File: src/sv/dws_pkg.sv
`timescale 1ns / 1ps
// shared types, codes and constants of the display window write sequencer
// no dependencies; every other file but dws_tb_pkg refers to this package by scoped names

package dws_pkg;

   typedef logic [9:0]  coord_type;
   typedef logic [8:0]  dim_type;
   typedef logic [15:0] pixel_type;
   typedef logic [7:0]  byte_type;
   typedef logic [16:0] count_type;
   typedef logic [7:0]  reg_index_type;

   localparam byte_type CMD_COL_SET = 8'h2A;
   localparam byte_type CMD_ROW_SET = 8'h2B;
   localparam byte_type CMD_MEM_WR  = 8'h2C;

   localparam reg_index_type REG_PANEL_WIDTH  = 8'd0;
   localparam reg_index_type REG_PANEL_HEIGHT = 8'd1;

   localparam dim_type   PANEL_WIDTH_RESET  = 9'd240;
   localparam dim_type   PANEL_HEIGHT_RESET = 9'd240;
   localparam count_type COUNT_MAX          = 17'h1FFFF;

   localparam int unsigned QUEUE_DEPTH = 4;

   // one classified item handed from the front to the back
   typedef struct packed {
      logic      is_pixel;
      dim_type   col_start;
      dim_type   col_end;
      dim_type   row_start;
      dim_type   row_end;
      pixel_type pixel;
      logic      done;
   } cmd_type;

   typedef enum logic [3:0] {
      ST_START,
      ST_COL_SH,
      ST_COL_SL,
      ST_COL_EH,
      ST_COL_EL,
      ST_ROW_CMD,
      ST_ROW_SH,
      ST_ROW_SL,
      ST_ROW_EH,
      ST_ROW_EL,
      ST_MEM_WR,
      ST_PIX_HI
   } state_type;

endpackage

File: src/sv/dws_req_if.sv
`timescale 1ns / 1ps
// request channel: window and pixel items
// depends on dws_pkg

interface dws_req_if;
   logic               valid;
   logic               ready;
   logic               func;
   dws_pkg::coord_type win_x;
   dws_pkg::coord_type win_y;
   dws_pkg::coord_type win_w;
   dws_pkg::coord_type win_h;
   dws_pkg::pixel_type pixel;

   modport source(output valid, func, win_x, win_y, win_w, win_h, pixel, input ready);
   modport sink(input valid, func, win_x, win_y, win_w, win_h, pixel, output ready);
endinterface

File: src/sv/dws_rsp_if.sv
`timescale 1ns / 1ps
// response channel: one wire byte per transfer with its line flags
// depends on dws_pkg

interface dws_rsp_if;
   logic              valid;
   logic              ready;
   dws_pkg::byte_type wire_byte;
   logic              is_data;
   logic              release_select;
   logic              last_of_run;

   modport source(output valid, wire_byte, is_data, release_select, last_of_run, input ready);
   modport sink(input valid, wire_byte, is_data, release_select, last_of_run, output ready);
endinterface

File: src/sv/dws_csr_if.sv
`timescale 1ns / 1ps
// register write channel: index and data
// depends on dws_pkg

interface dws_csr_if;
   logic                   valid;
   logic                   ready;
   dws_pkg::reg_index_type index;
   dws_pkg::dim_type       data;

   modport source(output valid, index, data, input ready);
   modport sink(input valid, index, data, output ready);
endinterface

File: src/sv/dws_front.sv
`timescale 1ns / 1ps
// front end: panel size registers, window clipping, pixel counting
// depends on dws_pkg, dws_req_if, dws_csr_if

module dws_front (
   input  logic             clock,
   input  logic             reset,
   dws_req_if.sink          req_bus,
   dws_csr_if.sink          csr_bus,
   output logic             push_valid,
   output dws_pkg::cmd_type push_cmd,
   input  logic             push_ready
);

   dws_pkg::dim_type   width_ff, width_in;
   dws_pkg::dim_type   height_ff, height_in;
   dws_pkg::count_type left_ff, left_in;

   logic               a_valid_ff, a_valid_in;
   logic               a_is_pix_ff;
   logic               a_reject_ff;
   dws_pkg::dim_type   a_x_ff, a_xend_ff, a_w_ff;
   dws_pkg::dim_type   a_y_ff, a_yend_ff, a_h_ff;
   dws_pkg::pixel_type a_pixel_ff;

   logic [9:0]  pw, ph, wc, hc;
   logic [10:0] xsum, ysum, xend, yend;
   logic        clip_x, clip_y, reject;
   logic [17:0] area;
   logic        a_drop, a_advance, take;

   assign csr_bus.ready = 1'b1;

   always_comb begin
      width_in  = width_ff;
      height_in = height_ff;
      if (csr_bus.valid) begin
         unique case (csr_bus.index)
            dws_pkg::REG_PANEL_WIDTH:  width_in  = csr_bus.data;
            dws_pkg::REG_PANEL_HEIGHT: height_in = csr_bus.data;
            default: ;
         endcase
      end
   end

   // clipping against the panel size
   always_comb begin
      pw     = {1'b0, width_ff};
      ph     = {1'b0, height_ff};
      reject = (req_bus.win_x >= pw) || (req_bus.win_y >= ph) ||
               (req_bus.win_w == '0) || (req_bus.win_h == '0);
      xsum   = {1'b0, req_bus.win_x} + {1'b0, req_bus.win_w};
      ysum   = {1'b0, req_bus.win_y} + {1'b0, req_bus.win_h};
      clip_x = xsum > {1'b0, pw};
      clip_y = ysum > {1'b0, ph};
      wc     = clip_x ? (pw - req_bus.win_x) : req_bus.win_w;
      hc     = clip_y ? (ph - req_bus.win_y) : req_bus.win_h;
      xend   = clip_x ? ({1'b0, pw} - 11'd1) : (xsum - 11'd1);
      yend   = clip_y ? ({1'b0, ph} - 11'd1) : (ysum - 11'd1);
   end

   // stray pixels and rejected windows leave without a queue slot
   assign area       = 18'(a_w_ff) * 18'(a_h_ff);
   assign a_drop     = a_is_pix_ff ? (left_ff == '0) : a_reject_ff;
   assign a_advance  = a_drop || push_ready;
   assign req_bus.ready = !a_valid_ff || a_advance;
   assign take       = req_bus.valid && req_bus.ready;
   assign push_valid = a_valid_ff && !a_drop;

   always_comb begin
      push_cmd.is_pixel  = a_is_pix_ff;
      push_cmd.col_start = a_x_ff;
      push_cmd.col_end   = a_xend_ff;
      push_cmd.row_start = a_y_ff;
      push_cmd.row_end   = a_yend_ff;
      push_cmd.pixel     = a_pixel_ff;
      push_cmd.done      = (left_ff == 17'd1);
   end

   always_comb begin
      left_in = left_ff;
      if (a_valid_ff && !a_drop && push_ready) begin
         if (a_is_pix_ff) begin
            left_in = left_ff - 17'd1;
         end else begin
            left_in = area[17] ? dws_pkg::COUNT_MAX : area[16:0];
         end
      end
   end

   assign a_valid_in = take ? 1'b1 : (a_advance ? 1'b0 : a_valid_ff);

   always_ff @(posedge clock) begin
      if (reset) begin
         width_ff   <= dws_pkg::PANEL_WIDTH_RESET;
         height_ff  <= dws_pkg::PANEL_HEIGHT_RESET;
         left_ff    <= '0;
         a_valid_ff <= 1'b0;
      end else begin
         width_ff   <= width_in;
         height_ff  <= height_in;
         left_ff    <= left_in;
         a_valid_ff <= a_valid_in;
      end
   end

   always_ff @(posedge clock) begin
      if (take) begin
         a_is_pix_ff <= req_bus.func;
         a_reject_ff <= reject;
         a_x_ff      <= req_bus.win_x[8:0];
         a_xend_ff   <= xend[8:0];
         a_w_ff      <= wc[8:0];
         a_y_ff      <= req_bus.win_y[8:0];
         a_yend_ff   <= yend[8:0];
         a_h_ff      <= hc[8:0];
         a_pixel_ff  <= req_bus.pixel;
      end
   end

endmodule

File: src/sv/dws_queue.sv
`timescale 1ns / 1ps
// small queue of classified items between front and back
// depends on dws_pkg

module dws_queue #(
   parameter int unsigned DEPTH = dws_pkg::QUEUE_DEPTH
) (
   input  logic             clock,
   input  logic             reset,
   input  logic             push_valid,
   input  dws_pkg::cmd_type push_cmd,
   output logic             push_ready,
   output logic             head_valid,
   output dws_pkg::cmd_type head_cmd,
   input  logic             pop
);

   localparam int unsigned PTR_W = (DEPTH > 1) ? $clog2(DEPTH) : 1;
   localparam int unsigned CNT_W = $clog2(DEPTH + 1);

   dws_pkg::cmd_type store [DEPTH];
   logic [PTR_W-1:0] wr_ptr_ff, wr_ptr_in;
   logic [PTR_W-1:0] rd_ptr_ff, rd_ptr_in;
   logic [CNT_W-1:0] count_ff, count_in;
   logic             push, do_pop;

   assign push_ready = (count_ff != CNT_W'(DEPTH));
   assign head_valid = (count_ff != '0);
   assign head_cmd   = store[rd_ptr_ff];
   assign push       = push_valid && push_ready;
   assign do_pop     = pop && head_valid;

   always_comb begin
      wr_ptr_in = wr_ptr_ff;
      rd_ptr_in = rd_ptr_ff;
      if (push) begin
         wr_ptr_in = (wr_ptr_ff == PTR_W'(DEPTH - 1)) ? '0 : wr_ptr_ff + PTR_W'(1);
      end
      if (do_pop) begin
         rd_ptr_in = (rd_ptr_ff == PTR_W'(DEPTH - 1)) ? '0 : rd_ptr_ff + PTR_W'(1);
      end
      count_in = count_ff + CNT_W'(push) - CNT_W'(do_pop);
   end

   always_ff @(posedge clock) begin
      if (reset) begin
         wr_ptr_ff <= '0;
         rd_ptr_ff <= '0;
         count_ff  <= '0;
      end else begin
         wr_ptr_ff <= wr_ptr_in;
         rd_ptr_ff <= rd_ptr_in;
         count_ff  <= count_in;
      end
   end

   always_ff @(posedge clock) begin
      if (push) begin
         store[wr_ptr_ff] <= push_cmd;
      end
   end

endmodule

File: src/sv/dws_back.sv
`timescale 1ns / 1ps
// back end: byte sequencer and registered response stage
// depends on dws_pkg, dws_rsp_if

module dws_back (
   input  logic             clock,
   input  logic             reset,
   input  logic             head_valid,
   input  dws_pkg::cmd_type head_cmd,
   output logic             pop,
   dws_rsp_if.source        rsp_bus
);

   dws_pkg::state_type state_ff, state_in;
   logic               valid_ff, valid_in;
   dws_pkg::byte_type  byte_ff, byte_in;
   logic               data_ff, data_in;
   logic               rel_ff, rel_in;
   logic               last_ff, last_in;
   logic               go;
   logic [15:0]        cs, ce, rs, re;

   assign cs = 16'(head_cmd.col_start);
   assign ce = 16'(head_cmd.col_end);
   assign rs = 16'(head_cmd.row_start);
   assign re = 16'(head_cmd.row_end);

   // one byte per cycle whenever the queue holds an item and the output stage is free
   assign go = head_valid && (!valid_ff || rsp_bus.ready);

   always_comb begin
      state_in = state_ff;
      byte_in  = '0;
      data_in  = 1'b1;
      rel_in   = 1'b0;
      last_in  = 1'b0;
      pop      = 1'b0;
      if (go) begin
         unique case (state_ff)
            dws_pkg::ST_START: begin
               if (head_cmd.is_pixel) begin
                  byte_in  = head_cmd.pixel[7:0];
                  state_in = dws_pkg::ST_PIX_HI;
               end else begin
                  byte_in  = dws_pkg::CMD_COL_SET;
                  data_in  = 1'b0;
                  state_in = dws_pkg::ST_COL_SH;
               end
            end
            dws_pkg::ST_COL_SH: begin
               byte_in  = cs[15:8];
               state_in = dws_pkg::ST_COL_SL;
            end
            dws_pkg::ST_COL_SL: begin
               byte_in  = cs[7:0];
               state_in = dws_pkg::ST_COL_EH;
            end
            dws_pkg::ST_COL_EH: begin
               byte_in  = ce[15:8];
               state_in = dws_pkg::ST_COL_EL;
            end
            dws_pkg::ST_COL_EL: begin
               byte_in  = ce[7:0];
               rel_in   = 1'b1;
               state_in = dws_pkg::ST_ROW_CMD;
            end
            dws_pkg::ST_ROW_CMD: begin
               byte_in  = dws_pkg::CMD_ROW_SET;
               data_in  = 1'b0;
               state_in = dws_pkg::ST_ROW_SH;
            end
            dws_pkg::ST_ROW_SH: begin
               byte_in  = rs[15:8];
               state_in = dws_pkg::ST_ROW_SL;
            end
            dws_pkg::ST_ROW_SL: begin
               byte_in  = rs[7:0];
               state_in = dws_pkg::ST_ROW_EH;
            end
            dws_pkg::ST_ROW_EH: begin
               byte_in  = re[15:8];
               state_in = dws_pkg::ST_ROW_EL;
            end
            dws_pkg::ST_ROW_EL: begin
               byte_in  = re[7:0];
               rel_in   = 1'b1;
               state_in = dws_pkg::ST_MEM_WR;
            end
            dws_pkg::ST_MEM_WR: begin
               // chip select stays low for the pixels that follow
               byte_in  = dws_pkg::CMD_MEM_WR;
               data_in  = 1'b0;
               last_in  = 1'b1;
               pop      = 1'b1;
               state_in = dws_pkg::ST_START;
            end
            dws_pkg::ST_PIX_HI: begin
               byte_in  = head_cmd.pixel[15:8];
               rel_in   = head_cmd.done;
               last_in  = 1'b1;
               pop      = 1'b1;
               state_in = dws_pkg::ST_START;
            end
            default: begin
               state_in = dws_pkg::ST_START;
            end
         endcase
      end
   end

   assign valid_in = go ? 1'b1 : (rsp_bus.ready ? 1'b0 : valid_ff);

   always_ff @(posedge clock) begin
      if (reset) begin
         state_ff <= dws_pkg::ST_START;
         valid_ff <= 1'b0;
      end else begin
         state_ff <= state_in;
         valid_ff <= valid_in;
      end
   end

   always_ff @(posedge clock) begin
      if (go) begin
         byte_ff <= byte_in;
         data_ff <= data_in;
         rel_ff  <= rel_in;
         last_ff <= last_in;
      end
   end

   assign rsp_bus.valid          = valid_ff;
   assign rsp_bus.wire_byte      = byte_ff;
   assign rsp_bus.is_data        = data_ff;
   assign rsp_bus.release_select = rel_ff;
   assign rsp_bus.last_of_run    = last_ff;

endmodule

File: src/sv/display_window_write_sequencer.sv
`timescale 1ns / 1ps
// channel   direction  carries
// req_bus   in         func, win_x, win_y, win_w, win_h, pixel
// rsp_bus   out        wire_byte, is_data, release_select, last_of_run
// csr_bus   in         index, data (0 panel_width, 1 panel_height)
//
// the sequencer sends a byte per cycle unless stalled; a window is 11 bytes, a pixel 2
// accepted items pass a front register and the queue before the response stage
// the queue of QUEUE_DEPTH items lets the front keep taking items while rsp_bus stalls
// dropped windows and stray pixels pass the front register and take no queue slot
// reset is synchronous: panel size 240 x 240, no pixels outstanding

module display_window_write_sequencer #(
   parameter int unsigned QUEUE_DEPTH = dws_pkg::QUEUE_DEPTH
) (
   input  logic      clock,
   input  logic      reset,
   dws_req_if.sink   req_bus,
   dws_rsp_if.source rsp_bus,
   dws_csr_if.sink   csr_bus
);

   logic             push_valid, push_ready;
   dws_pkg::cmd_type push_cmd;
   logic             head_valid, pop;
   dws_pkg::cmd_type head_cmd;

   dws_front u_front (
      .clock      (clock),
      .reset      (reset),
      .req_bus    (req_bus),
      .csr_bus    (csr_bus),
      .push_valid (push_valid),
      .push_cmd   (push_cmd),
      .push_ready (push_ready)
   );

   dws_queue #(
      .DEPTH (QUEUE_DEPTH)
   ) u_queue (
      .clock      (clock),
      .reset      (reset),
      .push_valid (push_valid),
      .push_cmd   (push_cmd),
      .push_ready (push_ready),
      .head_valid (head_valid),
      .head_cmd   (head_cmd),
      .pop        (pop)
   );

   dws_back u_back (
      .clock      (clock),
      .reset      (reset),
      .head_valid (head_valid),
      .head_cmd   (head_cmd),
      .pop        (pop),
      .rsp_bus    (rsp_bus)
   );

endmodule

File: src/flat_wrapper.sv
// flat-port wrapper written by rule: the top's interface ports become plain ports
module display_window_write_sequencer_flat 
#(
   parameter int unsigned QUEUE_DEPTH = dws_pkg::QUEUE_DEPTH
)
  (clock, reset, req_bus_valid, req_bus_func, req_bus_win_x, req_bus_win_y, req_bus_win_w, req_bus_win_h, req_bus_pixel, req_bus_ready, rsp_bus_valid, rsp_bus_wire_byte, rsp_bus_is_data, rsp_bus_release_select, rsp_bus_last_of_run, rsp_bus_ready, csr_bus_valid, csr_bus_index, csr_bus_data, csr_bus_ready);
  dws_req_if req_bus_i ();
  dws_rsp_if rsp_bus_i ();
  dws_csr_if csr_bus_i ();
  input  logic clock;
  input  logic reset;
  input wire logic [$bits(req_bus_i.valid)-1:0] req_bus_valid;
  input wire logic [$bits(req_bus_i.func)-1:0] req_bus_func;
  input wire logic [$bits(req_bus_i.win_x)-1:0] req_bus_win_x;
  input wire logic [$bits(req_bus_i.win_y)-1:0] req_bus_win_y;
  input wire logic [$bits(req_bus_i.win_w)-1:0] req_bus_win_w;
  input wire logic [$bits(req_bus_i.win_h)-1:0] req_bus_win_h;
  input wire logic [$bits(req_bus_i.pixel)-1:0] req_bus_pixel;
  output wire logic [$bits(req_bus_i.ready)-1:0] req_bus_ready;
  output wire logic [$bits(rsp_bus_i.valid)-1:0] rsp_bus_valid;
  output wire logic [$bits(rsp_bus_i.wire_byte)-1:0] rsp_bus_wire_byte;
  output wire logic [$bits(rsp_bus_i.is_data)-1:0] rsp_bus_is_data;
  output wire logic [$bits(rsp_bus_i.release_select)-1:0] rsp_bus_release_select;
  output wire logic [$bits(rsp_bus_i.last_of_run)-1:0] rsp_bus_last_of_run;
  input wire logic [$bits(rsp_bus_i.ready)-1:0] rsp_bus_ready;
  input wire logic [$bits(csr_bus_i.valid)-1:0] csr_bus_valid;
  input wire logic [$bits(csr_bus_i.index)-1:0] csr_bus_index;
  input wire logic [$bits(csr_bus_i.data)-1:0] csr_bus_data;
  output wire logic [$bits(csr_bus_i.ready)-1:0] csr_bus_ready;
  assign req_bus_i.valid = req_bus_valid;
  assign req_bus_i.func = req_bus_func;
  assign req_bus_i.win_x = req_bus_win_x;
  assign req_bus_i.win_y = req_bus_win_y;
  assign req_bus_i.win_w = req_bus_win_w;
  assign req_bus_i.win_h = req_bus_win_h;
  assign req_bus_i.pixel = req_bus_pixel;
  assign req_bus_ready = req_bus_i.ready;
  assign rsp_bus_valid = rsp_bus_i.valid;
  assign rsp_bus_wire_byte = rsp_bus_i.wire_byte;
  assign rsp_bus_is_data = rsp_bus_i.is_data;
  assign rsp_bus_release_select = rsp_bus_i.release_select;
  assign rsp_bus_last_of_run = rsp_bus_i.last_of_run;
  assign rsp_bus_i.ready = rsp_bus_ready;
  assign csr_bus_i.valid = csr_bus_valid;
  assign csr_bus_i.index = csr_bus_index;
  assign csr_bus_i.data = csr_bus_data;
  assign csr_bus_ready = csr_bus_i.ready;
  display_window_write_sequencer #(.QUEUE_DEPTH(QUEUE_DEPTH)) u_core (.clock(clock), .reset(reset), .req_bus(req_bus_i), .rsp_bus(rsp_bus_i), .csr_bus(csr_bus_i));
endmodule
File: config.mk
export PLATFORM = sky130hd
export DESIGN_NAME = display_window_write_sequencer_flat
export DESIGN_NICKNAME = d
export VERILOG_FILES = /design/src/sv/dws_pkg.sv /design/src/sv/dws_req_if.sv /design/src/sv/dws_rsp_if.sv /design/src/sv/dws_csr_if.sv /design/src/sv/dws_front.sv /design/src/sv/dws_queue.sv /design/src/sv/dws_back.sv /design/src/sv/display_window_write_sequencer.sv /design/src/flat_wrapper.sv
export SDC_FILE = /design/constraint.sdc
export NUM_CORES = 1
export LEC_CHECK = 0
export ABC_AREA = 1
export BUFFER_PORTS_ARGS = -buffer_cell sky130_fd_sc_hd__buf_2
export CAP_MARGIN = 10
export CORE_AREA = 2 2 224 226
export CTS_BUF_LIST = sky130_fd_sc_hd__clkbuf_8
export CTS_CLUSTER_SIZE = 10
export DETAILED_ROUTE_END_ITERATION = 8
export DIE_AREA = 0 0 226 228
export PLACE_DENSITY = 0.52
export SLEW_MARGIN = 20
export SYNTH_ARGS = -nofsm -noshare
export SYNTH_HDL_FRONTEND = slang
export SYNTH_SLANG_ARGS = --single-unit
File: constraint.sdc
create_clock -name clock -period 8.2 [get_ports clock]
set_clock_uncertainty 0.15 [all_clocks]
set_input_delay 1.64 -clock clock [delete_from_list [all_inputs] [get_ports clock]]
set_output_delay 1.64 -clock clock [all_outputs]
set_load 0.05 [all_outputs]
Word-level counts from Yosys, hierarchy flattened. Memory sizes are Yosys's and may differ from the RTL's. A register that Yosys moved wholly into a read port is not among the register bits. Cells that the tools add are included.

Register bits after elaboration: 131. Memory bits (writable): 216. Input port bits: 79. Output and inout port bits: 14. Word-level logic and storage cells: 110. Memories kept: 1.

Memory list: u_core.u_queue.store (words 4, width 54, read ports 1, clocked after Yosys merged registers in 1, write ports 1, RTL line dws_queue.sv:21) `dws_pkg::cmd_type store [DEPTH];`.

Add/subtract/negate cells: 13. $mul: 1. Order comparisons: 4. Equal/unequal tests: 16. Muxes and demuxes: 26. Reductions and logical operators: 27.

Operator list (count): 8-bit case mux with 12 select lines (1); 4-bit case mux with 10 select lines (1); 9-bit 2-to-1 mux (4); 9-bit by 1-bit subtractor with 9-bit output (second input constant) (4); 17-bit 2-to-1 mux (2); 10-bit by 10-bit adder with 11-bit output (2); 11-bit by 9-bit greater-than comparator with 1-bit output (2); 10-bit by 9-bit >= comparator with 1-bit output (2); 10-bit zero test (2); 9-bit by 9-bit multiplier with 18-bit output (1); 9-bit subtractor (2); 17-bit by 1-bit == test with 1-bit output (second input constant) (1); 17-bit zero test (1); 17-bit by 1-bit subtractor with 17-bit output (second input constant) (1); 4-bit by 3-bit == test with 1-bit output (second input constant) (4); 4-bit == test (second input constant) (4); 1-bit 2-to-1 mux (10); 4-bit by 2-bit == test with 1-bit output (second input constant) (2); 8-bit by 1-bit == test with 1-bit output (second input constant) (1); 8-bit zero test (1); 2-bit 2-to-1 mux (4); 8-bit 2-to-1 mux (1); 1-bit logical OR (6); 2-bit OR reduction (3); other kinds (14) (25).

Logic depth before layout (Yosys ltp).
Depth in word-level cells: 7. Gate-level depth with buffers: 27. Gate-level depth less buffers: 27.

Modules after synthesis. Synthesis repeated with hierarchy kept, for this count alone.

Cells, all modules: 2053. Area total of the unflattened synthesis: 19720.2 µm².

By module, submodules not included: dws_front (times used 1, cells an instance 1294, area each 10167.3 µm², seq. area each 2882.8 µm²); dws_queue (times used 1, cells an instance 590, area each 8483.1 µm², seq. area each 6666.4 µm²); dws_back (times used 1, cells an instance 169, area each 1069.8 µm², seq. area each 430.4 µm²).

Worst setup path before layout. No wires, ideal clock.

Path kind: input -> register. Start: input req_bus_win_w[0]. End: register u_core.u_front.a_xend_ff[8] (data pin). Library setup time: 252 ps. Data arrival time: 4529 ps. Data required time: 7798 ps. Slack: 3269 ps. Cell stages on the path: 22. Path buffers: 1. Cells stage by stage: ha_1 > fa_1 > a21oi_1 > xor2_1 > inv_1 > ha_1 > nand2_1 > inv_1 > a21oi_1 > nand2_1 > nand2_1 > nand3_1 > nand2_1 > nand3_4 > buf_6 > o21ai_2 > inv_1 > ha_1 > inv_1 > nor2_2 > nand3_1 > nand2_1.

Word-level cells in the longest chain between the ends: 3. Elaborated cells between the ends (all ways): 4. Those cells by class: add/sub: 2; order compare: 1; mux: 1.

Ends and longest elaborated chain: from (decl) (RTL line flat_wrapper.sv:16) `input wire logic [$bits(req_bus_i.win_w)-1:0] req_bus_win_w;`; 10-bit by 10-bit adder with 11-bit output * (RTL line dws_front.sv:52) `xsum = {1'b0, req_bus.win_x} + {1'b0, req_bus.win_w};`; 9-bit by 1-bit subtractor with 9-bit output or 11-bit by 9-bit greater-than comparator with 1-bit output (tied branches) (RTL line dws_front.sv:58, dws_front.sv:54); 9-bit 2-to-1 mux * (RTL line dws_front.sv:58) `xend = clip_x ? ({1'b0, pw} - 11'd1) : (xsum - 11'd1);`; via u_core.u_front.xend[8] (RTL line dws_front.sv:27) `logic [10:0] xsum, ysum, xend, yend;`; to (signal assigned) (RTL line dws_front.sv:112) `a_xend_ff <= xend[8:0];`; to (decl) (RTL line dws_front.sv:22) `dws_pkg::dim_type a_x_ff, a_xend_ff, a_w_ff;`.

Mark *: on every way through the listed nets, which the timed path passes. The rest lies on a longest branch. A chain may end at the register's enable or synchronous reset.

Final worst setup path.
Start: register u_core.u_front.a_w_ff[0]. End: register u_core.u_front.left_ff[9].

Word-level cells in the longest chain between the ends: 3.

Ends and longest elaborated chain: from (decl) (RTL line dws_front.sv:22); from (signal assigned) (RTL line dws_front.sv:113) `a_w_ff <= wc[8:0];`; 9-bit by 9-bit multiplier with 18-bit output (RTL line dws_front.sv:63) `assign area = 18'(a_w_ff) * 18'(a_h_ff);`; 17-bit 2-to-1 mux (RTL line dws_front.sv:86) `left_in = area[17] ? dws_pkg::COUNT_MAX : area[16:0];`; 17-bit 2-to-1 mux (RTL line dws_front.sv:83) `if (a_is_pix_ff) begin`; to (signal assigned) (RTL line dws_front.sv:102) `left_ff <= left_in;`; to (decl) (RTL line dws_front.sv:17) `dws_pkg::count_type left_ff, left_in;`.

No other way between the ends.

==> results.md <==
- After clock tree synthesis, the flow added hold-fix buffers numbering 0.
- The number of setup buffers added after CTS is 0.
- The endpoint arrival time on the critical path is 5.30 ns.
- The largest driver fanout on the critical path is 15.
- After legalization and detailed placement, the total HPWL measured 36600 µm.
- Counting both buffers and inverters, the worst setup path holds a total of 6.
- The overall track demand over capacity in global routing is 20.2%.
- The worst register-to-register path begins at u_core.u_front.a_w_ff[0]$_DFFE_PP_.
- The leading cell type in the layout, fill and taps excluded is sky130_fd_sc_hd__nand2_1.
- The worst path needs 4.96 ns of the cycle, external delays included.
- The proportion of synthesized flip-flops having asynchronous set or reset is 0%.
- Each instance of the synthesized netlist takes up on average 9.70 µm².
- The via count normalized by instance count is 4.93.
- Dividing the final minimum period by the clock period gives 60.5%.
- Across the VDD grid, the largest voltage drop is 0.176 mV.
- The worst-case setup margin in the final layout is 3.24 ns.
- The post-place setup slack is 2.72 ns.
- On the critical path, the stage with the largest delay is an instance of sky130_fd_sc_hd__edfxtp_1.
- TritonCTS built the clock tree.
- Traced cell by cell, the critical path runs through nand2_1, fa_1, fa_1, inv_1, fa_1, inv_1, fa_1, inv_1, ha_1, nand2_1, inv_1, a21oi_2, inv_1, nand3_1, nand2_1, nand2_1, nand2_1, inv_2, nand3_1, nand3_1, a21oi_1.
- The total DRC errors in the routed layout is 0.
- The maximum clock frequency is 202 MHz.
- The global-route wire length before repair is 79700 µm.
- In this run, synthesis produced a sequential element count of 349.
- The minimum setup slack among reg-to-reg paths is 3.24 ns.
- Counting flops with a built-in enable in the synthesized netlist gives 299.
- The worst setup path is of the reg2reg kind.
- The met3 track utilization from global routing is 3.01%.
- The number of buffers inserted by port buffering is 91.
- The clock latency on the worst-skew pair is 0.67 ns.
- The post-synthesis cell type with the largest combined area is sky130_fd_sc_hd__edfxtp_1.
- For this run, the leading register cell type out of synthesis is sky130_fd_sc_hd__edfxtp_1.
- Setup violations remaining at the end of the flow were counted as 0.
- The max-slew violation count came to 0.
- The chip width is 226 µm.
- The type of element capturing the critical path is a register.
- At the pin with the least slew margin, the transition time is 1.01 ns.
- Entering global routing, the biggest net connects 60 pins.
- Power spread over the standard cell area amounts to 266 nW/µm².
- Setup repair after global routing left no endpoint under its margin.
- Grouping stages by cell kind, the critical path spends the most delay in adder cells.
- Registers are responsible for 38.1% of the overall power.
- The final routed wirelength across all metal layers is 50900 µm.
- The starting density of the core is 39.5%.
- The post-route standard cell area excluding fillers is 21700 µm².
- In the final design database the tool counted 2358 nets.
- The total number of vias is 13900.
- Synthesis produced 2010 cells.
- The relative max-transition margin is 32.5%.
- Per report_power, the combinational group accounts for 37.9% of the total.
- The max-capacitance violation count is 0.
- The number of endpoints with negative hold slack in the final report is 0.
- The root buffer cell is sky130_fd_sc_hd__clkbuf_8.
- The setup TNS is 0 ns.
- The die footprint is 51500 µm².
- Counting every sink on the clock net gives 349.
- The number of resized instances in the post-cts repair step is 0.
- The number of diodes is 0.
- The leakage power total is 9.49 nW.
- In this run, the number of DRC markers left after iteration 0 of detailed routing was 824.
- met2 is the most crowded layer.
- The first detailed-routing pass took 5 iterations.
- The count of standard-cell rows is 82.
- 93 I/O pins were placed.
- Dividing the detail-routed wire length by the instance count gives 18.0 µm.
- In this run the cell area of the synthesized design comes to 19500 µm².
- The core region is 49300 µm².
- The clock network burns 24.0% of the power.
- The number of synthesis warnings is 0.
- The cell internal power dissipation is 0.00356 W.
- The distinct cell type count after synthesis is 56.
- For hold timing, the worst endpoint is u_core.u_front.left_ff[11]$_SDFFE_PP0P_.
- Of the cells placed in the final design, the portion with a size suffix greater than 1 is 11.1%.
- The flow ran to the end, and the final reports show no timing, DRC or antenna violations.
- For this run, the share of the core covered by cells in the final layout is 43.9%.
- In the post-synthesis netlist, the biggest area contributors are sky130_fd_sc_hd__edfxtp_1 46%, sky130_fd_sc_hd__ha_1 7.8%, sky130_fd_sc_hd__nand2_1 7.3%.
- The library cells used most frequently in the layout, excluding fill and tap cells, are 381 x sky130_fd_sc_hd__nand2_1, 320 x sky130_fd_sc_hd__inv_1, 299 x sky130_fd_sc_hd__edfxtp_1.
- On the worst path, the slowest cell contributes a delay of 0.62 ns.
- STA classifies the critical path startpoint as a register.
- The worst-case hold slack is 0.337 ns.
- When the netlist entered floorplanning its net count stood at 2265.
- The standard cell area after detailed placement is 20600 µm².
- The via count of the first global-routing pass was 14100.
- The analysis attributes to net switching a power of 0.00220 W.
- The depth of the worst hold-timing path is 2.
- The worst register-to-register path has a depth of 21.
- For this run, global-route usage on met2 was measured as 35.4%.
- In this run the critical register-to-register path is captured at u_core.u_front.left_ff[9]$_SDFFE_PP0P_.
- The share of the Yosys chip area taken by registers is 51.2%.
- From bottom edge to top edge, the die measures 228 µm.
- The count of nets left with antenna violations once routing finished came out at 0.
- The area growth from synthesis to layout is 11.1%.
- The met1 global-route usage is 26.0%.
- The global placer's final weighted congestion is 0.874.
- The number of buffers on the longest clock path is 3.
- The synthesized design devotes to its leading area cell type 46.0% of total area.
- The endpoint required time on the critical path is 8.54 ns.
- The remaining global-route overflow is 0.
- The clock-pin transition on the worst setup and hold timing paths is 0.06 ns.
- The initial antenna violation count came to 0.
- The path class of the tightest hold or removal check is reg2reg.
- The worst hold path begins at u_core.u_front.left_ff[11]$_SDFFE_PP0P_.
- Clock tree synthesis inserted a total of 58 buffers.
- The share of total power consumed by net switching is 38.3%.
- The H-tree was split into 2 levels.
synthesized netlist by cell type (10+ instances only):
cell                       number
sky130_fd_sc_hd__dfxtp_1       50
sky130_fd_sc_hd__clkbuf_1      53
sky130_fd_sc_hd__a21oi_1       96
sky130_fd_sc_hd__o21ai_0      159
sky130_fd_sc_hd__nand4_1       21
sky130_fd_sc_hd__buf_2         11
sky130_fd_sc_hd__xor2_1        30
sky130_fd_sc_hd__o22ai_1       41
sky130_fd_sc_hd__nand2_1      381
sky130_fd_sc_hd__nand3_1       71
sky130_fd_sc_hd__fa_1          55
sky130_fd_sc_hd__nand2_2       16
sky130_fd_sc_hd__ha_1         121
sky130_fd_sc_hd__nor2_2        10
sky130_fd_sc_hd__nor2_1       175
sky130_fd_sc_hd__inv_1        295
sky130_fd_sc_hd__o211ai_1      12
sky130_fd_sc_hd__edfxtp_1     299
sky130_fd_sc_hd__xnor2_1       15
routing by layer:
metal  wire (µm)  vias up  part of all wire (%)
met5           0        -                     0
met4        1150        0                   2.3
met3        1970       72                   3.9
met2       25200      266                    50
met1       22600     6655                    44
li1            -     6930                     -
registers in the layout (all words and copies together) (netlist names), 4 cells and up, named ones only:
name / flops
u_core.u_queue.store: 216
u_core.u_front.left_ff: 17
u_core.u_front.a_pixel_ff: 16
u_core.u_front.a_h_ff: 9
u_core.u_front.a_w_ff: 9
u_core.u_front.a_x_ff: 9
u_core.u_front.a_xend_ff: 9
u_core.u_front.a_y_ff: 9
u_core.u_front.a_yend_ff: 9
u_core.u_front.height_ff: 9
u_core.u_front.width_ff: 9
u_core.u_back.rsp_bus.wire_byte: 8
u_core.u_back.state_ff: 4
stage by stage:
| step | instances | power [W] |
|---|---|---|
| final | 2823 | 0.00576 |
| after global routing | 2823 | 0.00622 |
| after CTS | 2823 | 0.00585 |
| after detailed placement | 2715 | 0.00443 |
| after global placement | 2715 | 0.00442 |
| after floorplan | 2010 | 0.00385 |
area by class of cell:
cell class,instances,area [µm²]
multi-input cells,1286,8090
repair buffers,104,553
fillers,4808,27700
flip-flops and latches,349,9980
clock buffers,59,812
well taps,672,841
inverters,304,1140
clock inverters,49,230
worst max-delay path by stage:
stage | start | endpoint | depth (start not counted)
floorplan | req_bus_win_w[0] | u_core.u_front.a_xend_ff[8]$_DFFE_PP_ | 22
global placement | req_bus_win_w[0] | u_core.u_front.a_xend_ff[8]$_DFFE_PP_ | 24
detailed placement | req_bus_win_w[0] | u_core.u_front.a_xend_ff[8]$_DFFE_PP_ | 24
CTS | u_core.u_front.a_w_ff[0]$_DFFE_PP_ | u_core.u_front.left_ff[9]$_SDFFE_PP0P_ | 21
global route | u_core.u_front.a_w_ff[5]$_DFFE_PP_ | u_core.u_front.left_ff[14]$_SDFFE_PP0P_ | 17
finish | u_core.u_front.a_w_ff[0]$_DFFE_PP_ | u_core.u_front.left_ff[9]$_SDFFE_PP0P_ | 21
tightest hold or removal path, cell delays in order (launching register included):
cell and delay, ns:
sky130_fd_sc_hd__dfxtp_1 0.32, sky130_fd_sc_hd__nand2_1 0.06, sky130_fd_sc_hd__a21oi_1 0.05
cell families after synthesis:
family                     after synthesis  synth area share (%)
AOI/OAI and AO/OA                      355                  10.2
buffers and inverters                  375                  7.53
adders and majority gates              176                  13.4
other                                    1                0.0192
and+or+nand+nor                        709                  15.6
xor gates and xnor gates                45                  2.02
DFF                                    349                  51.2
power by group through the flow:
stage,combinational (W),clock (W),sequential (W)
after floorplan,0.00165,0,0.00220
after global placement,0.00220,0,0.00223
after detailed placement,0.00220,0,0.00223
after CTS,0.00222,0.00144,0.00220
after global routing,0.00250,0.00151,0.00221
final,0.00218,0.00138,0.00220
No activity file was read; power rests on OpenSTA's default activity.
